<file path="src/rtl/lpfr_pkg.sv">
// ----------------------------------------------------------------------------
// LRU page frame replacer package
// Field widths, limits and the result beat type shared by the block's files.
// ----------------------------------------------------------------------------
`default_nettype none

package lpfr_pkg;

    localparam int PAGE_IN_W   = 16;
    localparam int FRAME_IDX_W = 4;
    localparam int TALLY_W     = 16;

    typedef logic [PAGE_IN_W-1:0]   t_page;
    typedef logic [FRAME_IDX_W-1:0] t_frame_idx;
    typedef logic [TALLY_W-1:0]     t_tally;

    localparam t_tally TALLY_MAX = '1;

    typedef struct packed {
        logic       hit;
        t_frame_idx frame_index;
        logic       evicted_valid;
        t_page      evicted_page;
        t_tally     faults_so_far;
    } t_rsp_beat;

endpackage

`default_nettype wire

</file>
<file path="src/rtl/lpfr_if.sv">
// ----------------------------------------------------------------------------
// LRU page frame replacer channels
// Valid/ready channels for page references and for lookup results.
// ----------------------------------------------------------------------------
`default_nettype none

interface lpfr_req_if import lpfr_pkg::*; ();
    logic  valid;
    logic  ready;
    t_page page_number;

    modport source (output valid, output page_number, input ready);
    modport sink   (input valid, input page_number, output ready);
endinterface

interface lpfr_rsp_if import lpfr_pkg::*; ();
    logic       valid;
    logic       ready;
    logic       hit;
    t_frame_idx frame_index;
    logic       evicted_valid;
    t_page      evicted_page;
    t_tally     faults_so_far;

    modport source (
        output valid, output hit, output frame_index, output evicted_valid,
        output evicted_page, output faults_so_far, input ready
    );
    modport sink (
        input valid, input hit, input frame_index, input evicted_valid,
        input evicted_page, input faults_so_far, output ready
    );
endinterface

`default_nettype wire

</file>
<file path="src/rtl/lru_page_frame_replacer.sv">
// ----------------------------------------------------------------------------
// LRU page frame replacer
// Fully associative set of page frames with least-recently-used replacement.
// ----------------------------------------------------------------------------
// Usage:
//   i_req carries one page reference per beat; o_rsp returns exactly one
//   result beat per reference, in order: hit or fault, the frame that now
//   holds the page, the evicted page if one was replaced, and the saturating
//   fault tally after this reference.
//   A reference is first captured in an input register. Once the result
//   register is free, the block compares it against every frame, picks the
//   frame (hit, first empty frame, or least recently used), updates the
//   frame contents, valid bits, recency ranks and tally, and loads the
//   result register, which drives o_rsp. Throughput is one reference per
//   cycle while the receiver does not stall; the rate is set by the
//   parallel tag compare and rank update against the frame registers.
//   When the receiver stalls, the result register holds its beat and the
//   input register keeps one more reference; i_req.ready then drops until
//   o_rsp.ready returns.
//   Synchronous reset empties all frames, clears the ranks and the tally,
//   and drops both pipeline registers. Frame page contents are not reset.
// ----------------------------------------------------------------------------
`default_nettype none

module lru_page_frame_replacer import lpfr_pkg::*; #(
    parameter int FRAMES    = 4,
    parameter int PAGE_BITS = 16
) (
    input  wire logic   i_clk,
    input  wire logic   i_rst_n,
    lpfr_req_if.sink    i_req,
    lpfr_rsp_if.source  o_rsp
);

    // Frame index and recency rank share one width; ranks run 0..FRAMES-1.
    localparam int IDX_W  = (FRAMES > 1) ? $clog2(FRAMES) : 1;
    localparam int RANK_W = IDX_W;
    localparam logic [RANK_W-1:0] RANK_TOP = RANK_W'(FRAMES - 1);

    typedef logic [PAGE_BITS-1:0] t_frame_page;
    typedef logic [IDX_W-1:0]     t_idx;
    typedef logic [RANK_W-1:0]    t_rank;

    // Pipeline registers.
    logic        r_in_valid;
    t_frame_page r_in_page;
    logic        r_out_valid;
    t_rsp_beat   r_out;

    // Frame state.
    t_frame_page       r_frame_page [FRAMES];
    logic [FRAMES-1:0] r_frame_valid;
    t_rank             r_rank [FRAMES];
    t_tally            r_tally;

    // Next values and lookup signals.
    t_rank             n_rank [FRAMES];
    logic [FRAMES-1:0] n_frame_valid;
    t_tally            n_tally;
    t_rsp_beat         n_out;

    logic              w_out_free;
    logic              w_advance;
    logic [31:0]       w_page_wide;
    logic [31:0]       w_evict_wide;
    logic [FRAMES-1:0] w_match;
    logic [FRAMES-1:0] w_lru_vec;
    logic              w_hit;
    logic              w_any_empty;
    logic              w_fresh;
    t_idx              w_hit_idx;
    t_idx              w_empty_idx;
    t_idx              w_lru_idx;
    t_idx              w_sel;
    t_rank             w_sel_rank;

    // The result register can take a new beat when it is empty or draining.
    assign w_out_free  = !r_out_valid || o_rsp.ready;
    assign w_advance   = r_in_valid && w_out_free;
    assign i_req.ready = !r_in_valid || w_out_free;

    // Only the low PAGE_BITS bits of the reference take part.
    assign w_page_wide = 32'(i_req.page_number);

    // Parallel tag compare against valid frames; at most one can match.
    always_comb begin
        for (int k = 0; k < FRAMES; k++) begin
            w_match[k] = r_frame_valid[k] && (r_frame_page[k] == r_in_page);
        end
    end

    assign w_hit       = |w_match;
    assign w_any_empty = !(&r_frame_valid);
    assign w_fresh     = !w_hit && w_any_empty;

    // A frame is the LRU candidate if its rank is strictly below every
    // lower-numbered frame and not above any higher-numbered one, so the
    // lowest index wins on equal ranks.
    always_comb begin
        for (int k = 0; k < FRAMES; k++) begin
            w_lru_vec[k] = 1'b1;
            for (int j = 0; j < FRAMES; j++) begin
                if ((j < k) && !(r_rank[k] < r_rank[j])) begin
                    w_lru_vec[k] = 1'b0;
                end
                if ((j > k) && !(r_rank[k] <= r_rank[j])) begin
                    w_lru_vec[k] = 1'b0;
                end
            end
        end
    end

    // Lowest-index encoders for the hit, the first empty frame and the victim.
    always_comb begin
        w_hit_idx   = '0;
        w_empty_idx = '0;
        w_lru_idx   = '0;
        for (int k = FRAMES - 1; k >= 0; k--) begin
            if (w_match[k]) begin
                w_hit_idx = IDX_W'(k);
            end
            if (!r_frame_valid[k]) begin
                w_empty_idx = IDX_W'(k);
            end
            if (w_lru_vec[k]) begin
                w_lru_idx = IDX_W'(k);
            end
        end
    end

    always_comb begin
        priority if (w_hit) begin
            w_sel = w_hit_idx;
        end else if (w_any_empty) begin
            w_sel = w_empty_idx;
        end else begin
            w_sel = w_lru_idx;
        end
    end

    assign w_sel_rank   = r_rank[w_sel];
    assign w_evict_wide = 32'(r_frame_page[w_sel]);

    // Rank update: the touched frame becomes most recent; valid frames above
    // its old rank step down, or all valid frames when an empty one is filled.
    always_comb begin
        for (int k = 0; k < FRAMES; k++) begin
            n_rank[k] = r_rank[k];
            if (IDX_W'(k) == w_sel) begin
                n_rank[k] = RANK_TOP;
            end else if (r_frame_valid[k] && (w_fresh || (r_rank[k] > w_sel_rank))
                         && (r_rank[k] != '0)) begin
                n_rank[k] = r_rank[k] - RANK_W'(1);
            end
            n_frame_valid[k] = r_frame_valid[k] || (IDX_W'(k) == w_sel);
        end
    end

    assign n_tally = (!w_hit && (r_tally != TALLY_MAX)) ? r_tally + TALLY_W'(1) : r_tally;

    always_comb begin
        n_out.hit           = w_hit;
        n_out.frame_index   = FRAME_IDX_W'(w_sel);
        n_out.evicted_valid = !w_hit && !w_any_empty;
        n_out.evicted_page  = n_out.evicted_valid ? w_evict_wide[PAGE_IN_W-1:0] : '0;
        n_out.faults_so_far = n_tally;
    end

    // Control state and frame bookkeeping.
    always_ff @(posedge i_clk) begin
        if (!i_rst_n) begin
            r_in_valid    <= 1'b0;
            r_out_valid   <= 1'b0;
            r_frame_valid <= '0;
            r_tally       <= '0;
            for (int k = 0; k < FRAMES; k++) begin
                r_rank[k] <= '0;
            end
        end else begin
            if (i_req.ready) begin
                r_in_valid <= i_req.valid;
            end
            if (w_out_free) begin
                r_out_valid <= r_in_valid;
            end
            if (w_advance) begin
                r_frame_valid <= n_frame_valid;
                r_tally       <= n_tally;
                for (int k = 0; k < FRAMES; k++) begin
                    r_rank[k] <= n_rank[k];
                end
            end
        end
    end

    // Payload registers need no reset.
    always_ff @(posedge i_clk) begin
        if (i_req.valid && i_req.ready) begin
            r_in_page <= w_page_wide[PAGE_BITS-1:0];
        end
        if (w_advance) begin
            r_out <= n_out;
            if (!w_hit) begin
                r_frame_page[w_sel] <= r_in_page;
            end
        end
    end

    assign o_rsp.valid         = r_out_valid;
    assign o_rsp.hit           = r_out.hit;
    assign o_rsp.frame_index   = r_out.frame_index;
    assign o_rsp.evicted_valid = r_out.evicted_valid;
    assign o_rsp.evicted_page  = r_out.evicted_page;
    assign o_rsp.faults_so_far = r_out.faults_so_far;

endmodule

`default_nettype wire

</file>
<file path="src/flat_wrapper.sv">
// flat-port wrapper written by rule: the top's interface ports become plain ports
module lru_page_frame_replacer_flat import lpfr_pkg::*;
#(
    parameter int FRAMES    = 4,
    parameter int PAGE_BITS = 16
)
  (i_clk, i_rst_n, i_req_valid, i_req_page_number, i_req_ready, o_rsp_valid, o_rsp_hit, o_rsp_frame_index, o_rsp_evicted_valid, o_rsp_evicted_page, o_rsp_faults_so_far, o_rsp_ready);
  lpfr_req_if i_req_i ();
  lpfr_rsp_if o_rsp_i ();
  input  wire logic i_clk;
  input  wire logic i_rst_n;
  input wire logic [$bits(i_req_i.valid)-1:0] i_req_valid;
  input wire logic [$bits(i_req_i.page_number)-1:0] i_req_page_number;
  output wire logic [$bits(i_req_i.ready)-1:0] i_req_ready;
  output wire logic [$bits(o_rsp_i.valid)-1:0] o_rsp_valid;
  output wire logic [$bits(o_rsp_i.hit)-1:0] o_rsp_hit;
  output wire logic [$bits(o_rsp_i.frame_index)-1:0] o_rsp_frame_index;
  output wire logic [$bits(o_rsp_i.evicted_valid)-1:0] o_rsp_evicted_valid;
  output wire logic [$bits(o_rsp_i.evicted_page)-1:0] o_rsp_evicted_page;
  output wire logic [$bits(o_rsp_i.faults_so_far)-1:0] o_rsp_faults_so_far;
  input wire logic [$bits(o_rsp_i.ready)-1:0] o_rsp_ready;
  assign i_req_i.valid = i_req_valid;
  assign i_req_i.page_number = i_req_page_number;
  assign i_req_ready = i_req_i.ready;
  assign o_rsp_valid = o_rsp_i.valid;
  assign o_rsp_hit = o_rsp_i.hit;
  assign o_rsp_frame_index = o_rsp_i.frame_index;
  assign o_rsp_evicted_valid = o_rsp_i.evicted_valid;
  assign o_rsp_evicted_page = o_rsp_i.evicted_page;
  assign o_rsp_faults_so_far = o_rsp_i.faults_so_far;
  assign o_rsp_i.ready = o_rsp_ready;
  lru_page_frame_replacer #(.FRAMES(FRAMES), .PAGE_BITS(PAGE_BITS)) u_core (.i_clk(i_clk), .i_rst_n(i_rst_n), .i_req(i_req_i), .o_rsp(o_rsp_i));
endmodule
</file>
<file path="config.mk">
export PLATFORM = sky130hd
export DESIGN_NAME = lru_page_frame_replacer_flat
export DESIGN_NICKNAME = d
export VERILOG_FILES = /design/src/rtl/lpfr_pkg.sv /design/src/rtl/lpfr_if.sv /design/src/rtl/lru_page_frame_replacer.sv /design/src/flat_wrapper.sv
export SDC_FILE = /design/constraint.sdc
export NUM_CORES = 1
export LEC_CHECK = 0
export BUFFER_PORTS_ARGS = -buffer_cell sky130_fd_sc_hd__buf_2
export CAP_MARGIN = 20
export CORE_MARGIN = 10
export CORE_UTILIZATION = 43
export DETAILED_ROUTE_END_ITERATION = 10
export PLACE_DENSITY_LB_ADDON = 0.05
export SLEW_MARGIN = 20
export SYNTH_ARGS = -nofsm -noshare
export SYNTH_HDL_FRONTEND = slang
export SYNTH_SLANG_ARGS = --single-unit
</file>
<file path="constraint.sdc">
create_clock -name i_clk -period 8.6 [get_ports i_clk]
set_input_delay 1.29 -clock i_clk [delete_from_list [all_inputs] [get_ports i_clk]]
set_output_delay 1.29 -clock i_clk [all_outputs]
set_load 0.03 [all_outputs]
</file>
==> flow_summary.json, run 1 <==
{
  "fin_crit_sh_pct": 60.4,
  "layout_min_cycle_time_ns": 5.19,
  "cts_buffers": 17,
  "status": "finished clean",
  "crit_family": "compound AO/OA/AOI/OAI gates",
  "cpMaxStageDelayCell": "a21o_1",
  "hold_buffers": 0,
  "ys_warn_count": 0,
  "hold_violations": 0,
  "drt_iter0_drc": 292,
  "crit_path_max_fanout": 27,
  "crit_required_ns": 8.71,
  "hp-class": "flop to flop",
  "htree_levels": 4,
  "drive_gt1_share_pct": 16.5,
  "root_buffer": "clkbuf_16",
  "grt_max_degree": 45,
  "placed_area_um2": 7720,
  "ys_types": 58,
  "clk_pin_slew_worst_paths_ns": 0.06,
  "ys_top_cells_by_count": "edfxtp_1 (124), nand2_1 (52), nor2_1 (52), xor2_1 (48), xnor2_1 (42)",
  "die-area_um2": 22300,
  "clockBufferDepth": 2,
  "postRouteAntennaNets": 0,
  "critPathMostFrequentCell": "nor2_1",
  "crit_chain": "inv_1, ha_1, nor2b_1, a2bb2oi_1, o41ai_1, a21oi_1, o21bai_1, a21o_1, inv_2, nor2_1, a21oi_1, a21oi_1, ha_1, nor2_1, nor2_1, nor2_1, nor2_1, a41oi_1",
  "critPathArrivalTime_ns": 5.30,
  "rows": 47,
  "die_w_um": 149,
  "setup_tns_ns": 0,
  "ios": 60,
  "setup_violations": 0,
  "drt-wirelength-per-cell_um": 18.8,
  "seq_area_frac_synth_pct": 57.9,
  "endpoint_kind": "flop",
  "first_pass_iters": 5,
  "grt_pass1_vias": 4731,
  "finalWirelength_um": 16800,
  "nNetsFinal": 705,
  "area_growth_pct": 16.2,
  "p_leak_nw": 3.05,
  "synth-seq-cells": 146,
  "place_hpwl_um": 11700,
  "drv_cap": 0,
  "postLayoutCellArea_um2": 8360,
  "yosys-top-cells-area": "edfxtp_1 (52%), dfxtp_1 (6.1%), xor2_1 (5.8%)",
  "core-area_um2": 16500,
  "cp-start-kind": "flop",
  "synth_ff_type": "edfxtp_1",
  "startpoint": "u_core.r_rank[2][1]",
  "power_density_nw_per_um2": 211,
  "slew_headroom_pct": 40.8,
  "diodes": 0,
  "synth_top_area_share_pct": 51.7,
  "vias_per_cell": 5.18,
  "slowest_delay_ns": 0.68,
  "hp-start": "u_core.r_tally[3]",
  "synth_edf_count": 124,
  "postCtsSetupBuffers": 0,
  "drc": 0,
  "synth.avg_cell_area_um2": 12.0,
  "final_max_slew_viol_count": 0,
  "fmax_ghz": 0.193,
  "crit_buf_inv": 2,
  "grtUsageTotal_pct": 15.4,
  "syn_inst": 599,
  "clock_sinks": 146,
  "globalplace.congestion": 0.875,
  "insertion_delay_ns": 0.43,
  "start_util_pct": 43.7,
  "worst-setup-path-type": "flop to flop",
  "r2r_start": "u_core.r_rank[2][1]",
  "rsz0062_at_grt": "false",
  "syn_area_um2": 7200,
  "tightest_slew_ns": 0.887,
  "vdd_ir_drop_max_v": 0.000134,
  "clock_skew_ns": 0.00813,
  "die_h_um": 149,
  "synth_most_common_cell": "edfxtp_1",
  "cts_tree": "done",
  "vias": 4649,
  "utilization_pct": 50.8,
  "antenna_found_initial": 0,
  "yosysTopAreaCell": "edfxtp_1",
  "grt-ovfl-total": 0,
  "io_buffers": 57,
  "grt_pass1_wl_um": 26400,
  "ctsResizeCount": 0,
  "async_flop_share_pct": 0
}
routing by layer:
metal  routed length, um  GRT usage [%]
met2                8130           25.4
met4                 331           5.74
met3                 826           3.97
met1                7530           19.2
met5                   0              0
placed cells by master, fill, tap and decap left out, types with 3 or more instances in the layout:
cell         n
a21o_1       7
a21oi_1     25
a2bb2oi_1    3
a31oi_1      3
and3_1      18
buf_2       57
buf_4        8
bufinv_16    5
clkbuf_16   17
dfxtp_1     22
edfxtp_1   124
ha_1        21
inv_1       18
inv_2        3
mux2i_1     32
nand2_1     52
nand2b_1     5
nand3_1      8
nand4_1     11
nor2_1      52
nor2b_1      5
nor3_1      12
nor3_2       4
nor4_1       8
o21ai_0     10
o21ai_1      4
or3_1        6
xnor2_1     42
xor2_1      48
tightest hold or removal path: stages, from the launching register on:
cell	delay, ns
dfxtp_1	0.34
o21ai_0	0.08
a21oi_1	0.06
report_power, final:
part	internal, W	switching [W]	total (W)
registers	0.000792	0.0000233	0.000815
clock network	0.000515	0.000292	0.000807
logic	0.0000496	0.0000937	0.000143
total	0.00136	0.000409	0.00177
per-stage QoR:
step                hold WS [ns]  cells  setup slack (ns)  power (W)
floorplan                  0.479    600              4.26   0.000926
global placement           0.496    865              3.59   0.000972
detailed placement         0.507    865              3.42   0.000975
CTS                        0.517    897              3.40    0.00178
global route               0.554    897              2.95    0.00183
finish                     0.523    897              3.41    0.00177
sequential cells by signal, summed over array words and instances, names as in the netlist:
signal                      cells
u_core.r_frame_page            64
u_core.o_rsp.evicted_page      16
u_core.o_rsp.faults_so_far     16
u_core.r_in_page               16
u_core.r_tally                 16
u_core.r_rank                   8
u_core.r_frame_valid            4
u_core.o_rsp.frame_index        2
u_core.o_rsp.evicted_valid      1
u_core.o_rsp.hit                1
u_core.o_rsp.valid              1
u_core.r_in_valid               1
final timing paths:
path	to	slack (ns)	depth (start not counted)
worst max register to register	u_core.r_rank[0][1]	3.41	18
worst max-delay path	u_core.r_rank[0][1]	3.41	18
worst min-delay path	u_core.r_tally[3]	0.52	2
worst min register to register	u_core.r_tally[3]	0.52	2
kinds of logic after synthesis:
family          after synthesis  synth area share, %
fa+ha+maj                    21                 3.65
simple gates                194                 13.7
compound gates               72                 6.38
flops                       146                 57.9
other cells                   1               0.0521
mux                          34                 4.76
buf+inv                      41                 2.61
xor+xnor                     90                 11.0
final cells by class:
class	count	area (um2)
clock buffers	19	433
flip-flops and latches	146	4160
well taps	220	275
inverters	21	78.8
repair buffers	65	345
clock inverters	13	206
multi-input cells	413	2860
fillers	1512	8110
(Power assumes the default switching activity.)
==> run 2: changes to the inputs <==
Settings changed: ABC_AREA set to 1.
Clock period 8.6 ns to 4.8 ns, I/O delays scaled along.
==> run 2 against run 1 <==
Wire length grew 49%. Sequential cell count is the same. Register-to-register slack lost 2.2 ns. Sequential power grew 82%. Total power grew 79%. Worst hold slack lost 0.069 ns. Synthesized cell count grew 82%. Synthesized area grew 17%. Cell count grew 60%. Die area grew 15%. Global-route usage grew 4.0 points. Non-clock buffer count grew 1.
==> flow_summary.json, run 2 <==
{
  "setup_tns_ns": 0,
  "drt-wirelength-per-cell_um": 17.4,
  "swShare_pct": 28.2,
  "ctsResizeCount": 0,
  "synth_ff_type": "edfxtp_1",
  "place_hpwl_um": 18800,
  "vias": 7206,
  "diodes": 0,
  "clock_sinks": 146,
  "worst_hold_slack_ns": 0.454,
  "synth_edf_count": 124,
  "clk_pin_slew_worst_paths_ns": 0.07,
  "p_leak_nw": 4.54,
  "hold_violations": 0,
  "postRouteAntennaNets": 0,
  "die_w_um": 160,
  "fmax_ghz": 0.279,
  "drc": 0,
  "seqPwrFrac_pct": 46.8,
  "slowest_delay_ns": 0.55,
  "cp-start-kind": "flop",
  "yosys-top-cells-area": "edfxtp_1 (44%), nand2_1 (17%), nor2_1 (6.6%)",
  "die-area_um2": 25600,
  "grt_pass1_wl_um": 39000,
  "finalWirelength_um": 25000,
  "cpMaxStageDelayCell": "edfxtp_1",
  "ios": 60,
  "ys_types": 38,
  "rsz0062_at_grt": "false",
  "switchingPower_w": 0.000889,
  "first_pass_iters": 5,
  "grt-ovfl-total": 0,
  "fin_crit_sh_pct": 74.7,
  "drive_gt1_share_pct": 12.4,
  "drt_iter0_drc": 652,
  "crit_chain": "inv_2, nand2_1, nand2_1, nor2_1, nand2_1, nor2_1, nand3_1, nand2_1, nor2_4, nand2_2, nand2_4, nand2_4, o22ai_1, nor2_1, ha_1, o21ai_0, nand3_1, nand2_1, nand2_1, nand2_1",
  "insertion_delay_ns": 0.44,
  "hp-class": "primary input to flop",
  "htree_levels": 4,
  "vdd_ir_drop_max_v": 0.000221,
  "power_density_nw_per_um2": 329,
  "critPathArrivalTime_ns": 3.72,
  "placed_area_um2": 9010,
  "tightest_slew_ns": 0.955,
  "postCtsSetupBuffers": 0,
  "cts_buffers": 17,
  "critPathMostFrequentCell": "nand2_1",
  "endpoint_kind": "flop",
  "status": "finished clean",
  "clock_power_share_pct": 41.6,
  "rows": 51,
  "drv_cap": 0,
  "final_max_slew_viol_count": 0,
  "worst-setup-path-type": "flop to flop",
  "globalplace.congestion": 0.996,
  "synth_top_area_share_pct": 44.3,
  "layout_common_cells": "nand2_1 (375), nor2_1 (149), inv_1 (134), edfxtp_1 (124), a21oi_1 (73)",
  "synth.avg_cell_area_um2": 7.72,
  "nFillCells": 1899,
  "start_util_pct": 43.5,
  "crit_required_ns": 4.94,
  "async_flop_share_pct": 0,
  "layout_min_cycle_time_ns": 3.58,
  "vias_per_cell": 5.01,
  "clock_skew_ns": 0.0190,
  "slew_headroom_pct": 36.2,
  "synth_most_common_cell": "nand2_1",
  "ys_warn_count": 0,
  "syn_area_um2": 8410,
  "largest_register_ffs": 64,
  "grt_pass1_vias": 6758,
  "p_int_w": 0.00227,
  "largest_register": "u_core.r_frame_page",
  "syn_inst": 1090,
  "final_common_cell": "nand2_1",
  "root_buffer": "clkbuf_16",
  "combPwrFrac_pct": 11.6,
  "die_h_um": 160,
  "antenna_found_initial": 0,
  "hold_buffers": 0,
  "clockBufferDepth": 2,
  "total_power_w": 0.00315,
  "area_growth_pct": 13.9,
  "ys_top_cells_by_count": "nand2_1 (375), nor2_1 (149), inv_1 (135), edfxtp_1 (124), a21oi_1 (73)",
  "cts_tree": "done",
  "grt_max_degree": 38,
  "io_buffers": 57,
  "nNetsFinal": 1202,
  "crit_path_max_fanout": 19,
  "synth-seq-cells": 146,
  "seq_area_frac_synth_pct": 49.5,
  "yosysTopAreaCell": "edfxtp_1",
  "grtUsageTotal_pct": 19.4,
  "postLayoutCellArea_um2": 9590,
  "setup_violations": 0,
  "core-area_um2": 19300
}
==> run 2: area by class of cell <==
cell class,instances,area (um2),area share (%)
clock buffers,19,464,4.84
repair buffers,66,353,3.68
flip-flops and latches,146,4160,43.4
multi-input cells,777,3580,37.4
inverters,153,577,6.02
well taps,265,332,3.46
clock inverters,13,115,1.20
==> run 2: cell families (layout without fill, tap and decap cells) <==
logic type	count (synthesis)	count (layout)	share of synthesized area, %
AO/OA/AOI/OAI	111	111	6.99
XOR/XNOR	15	15	1.56
adder cells (fa/ha/maj)	21	21	3.12
buffers and inverters	168	251	7.97
flip-flops	146	146	49.5
other	1	2	0.0446
AND/OR/NAND/NOR	628	628	30.8
==> run 2: through the flow <==
stage | util, % | cells | setup slack, ns
final | 49.6 | 1439 | 1.22
after global routing | 49.6 | 1439 | 0.927
after CTS | 49.6 | 1439 | 1.22
after detailed placement | 46.6 | 1407 | 1.23
after global placement | 46.6 | 1407 | 1.26
after floorplan | - | 1091 | 1.15
==> run 2: layer usage <==
| metal | GRT usage (%) | routed length, um |
|---|---|---|
| met4 | 5.01 | 261 |
| met5 | 0 | 0 |
| met1 | 28.2 | 12300 |
| met2 | 29.1 | 11000 |
| met3 | 3.68 | 1500 |
==> run 2: power by group through the flow <==
stage,clock network [W],logic [W],registers (W)
after floorplan,0,0.000231,0.00152
final,0.00131,0.000365,0.00148
after global routing,0.00138,0.000411,0.00148
after detailed placement,0,0.000361,0.00150
after CTS,0.00133,0.000364,0.00148
after global placement,0,0.000361,0.00150
==> run 2: final timing paths <==
check | end | slack (ns) | startpoint | cells after the start
worst max-delay path | u_core.r_rank[3][0] | 1.22 | u_core.r_in_page[1] | 20
worst min register to register | u_core.o_rsp.valid | 0.51 | u_core.o_rsp.valid | 2
worst min-delay path | u_core.r_in_page[13] | 0.45 | i_req_page_number[13] | 1
worst max register to register | u_core.r_rank[3][0] | 1.22 | u_core.r_in_page[1] | 20
==> run 2: worst max-delay path: cells and delay by family, from the launching register on <==
family	cells	cell delay, ns
buffers and inverters	1	0.15
adders and majority gates	1	0.32
and+or+nand+nor	16	1.85
AOI/OAI and AO/OA	2	0.41
DFF	1	0.55
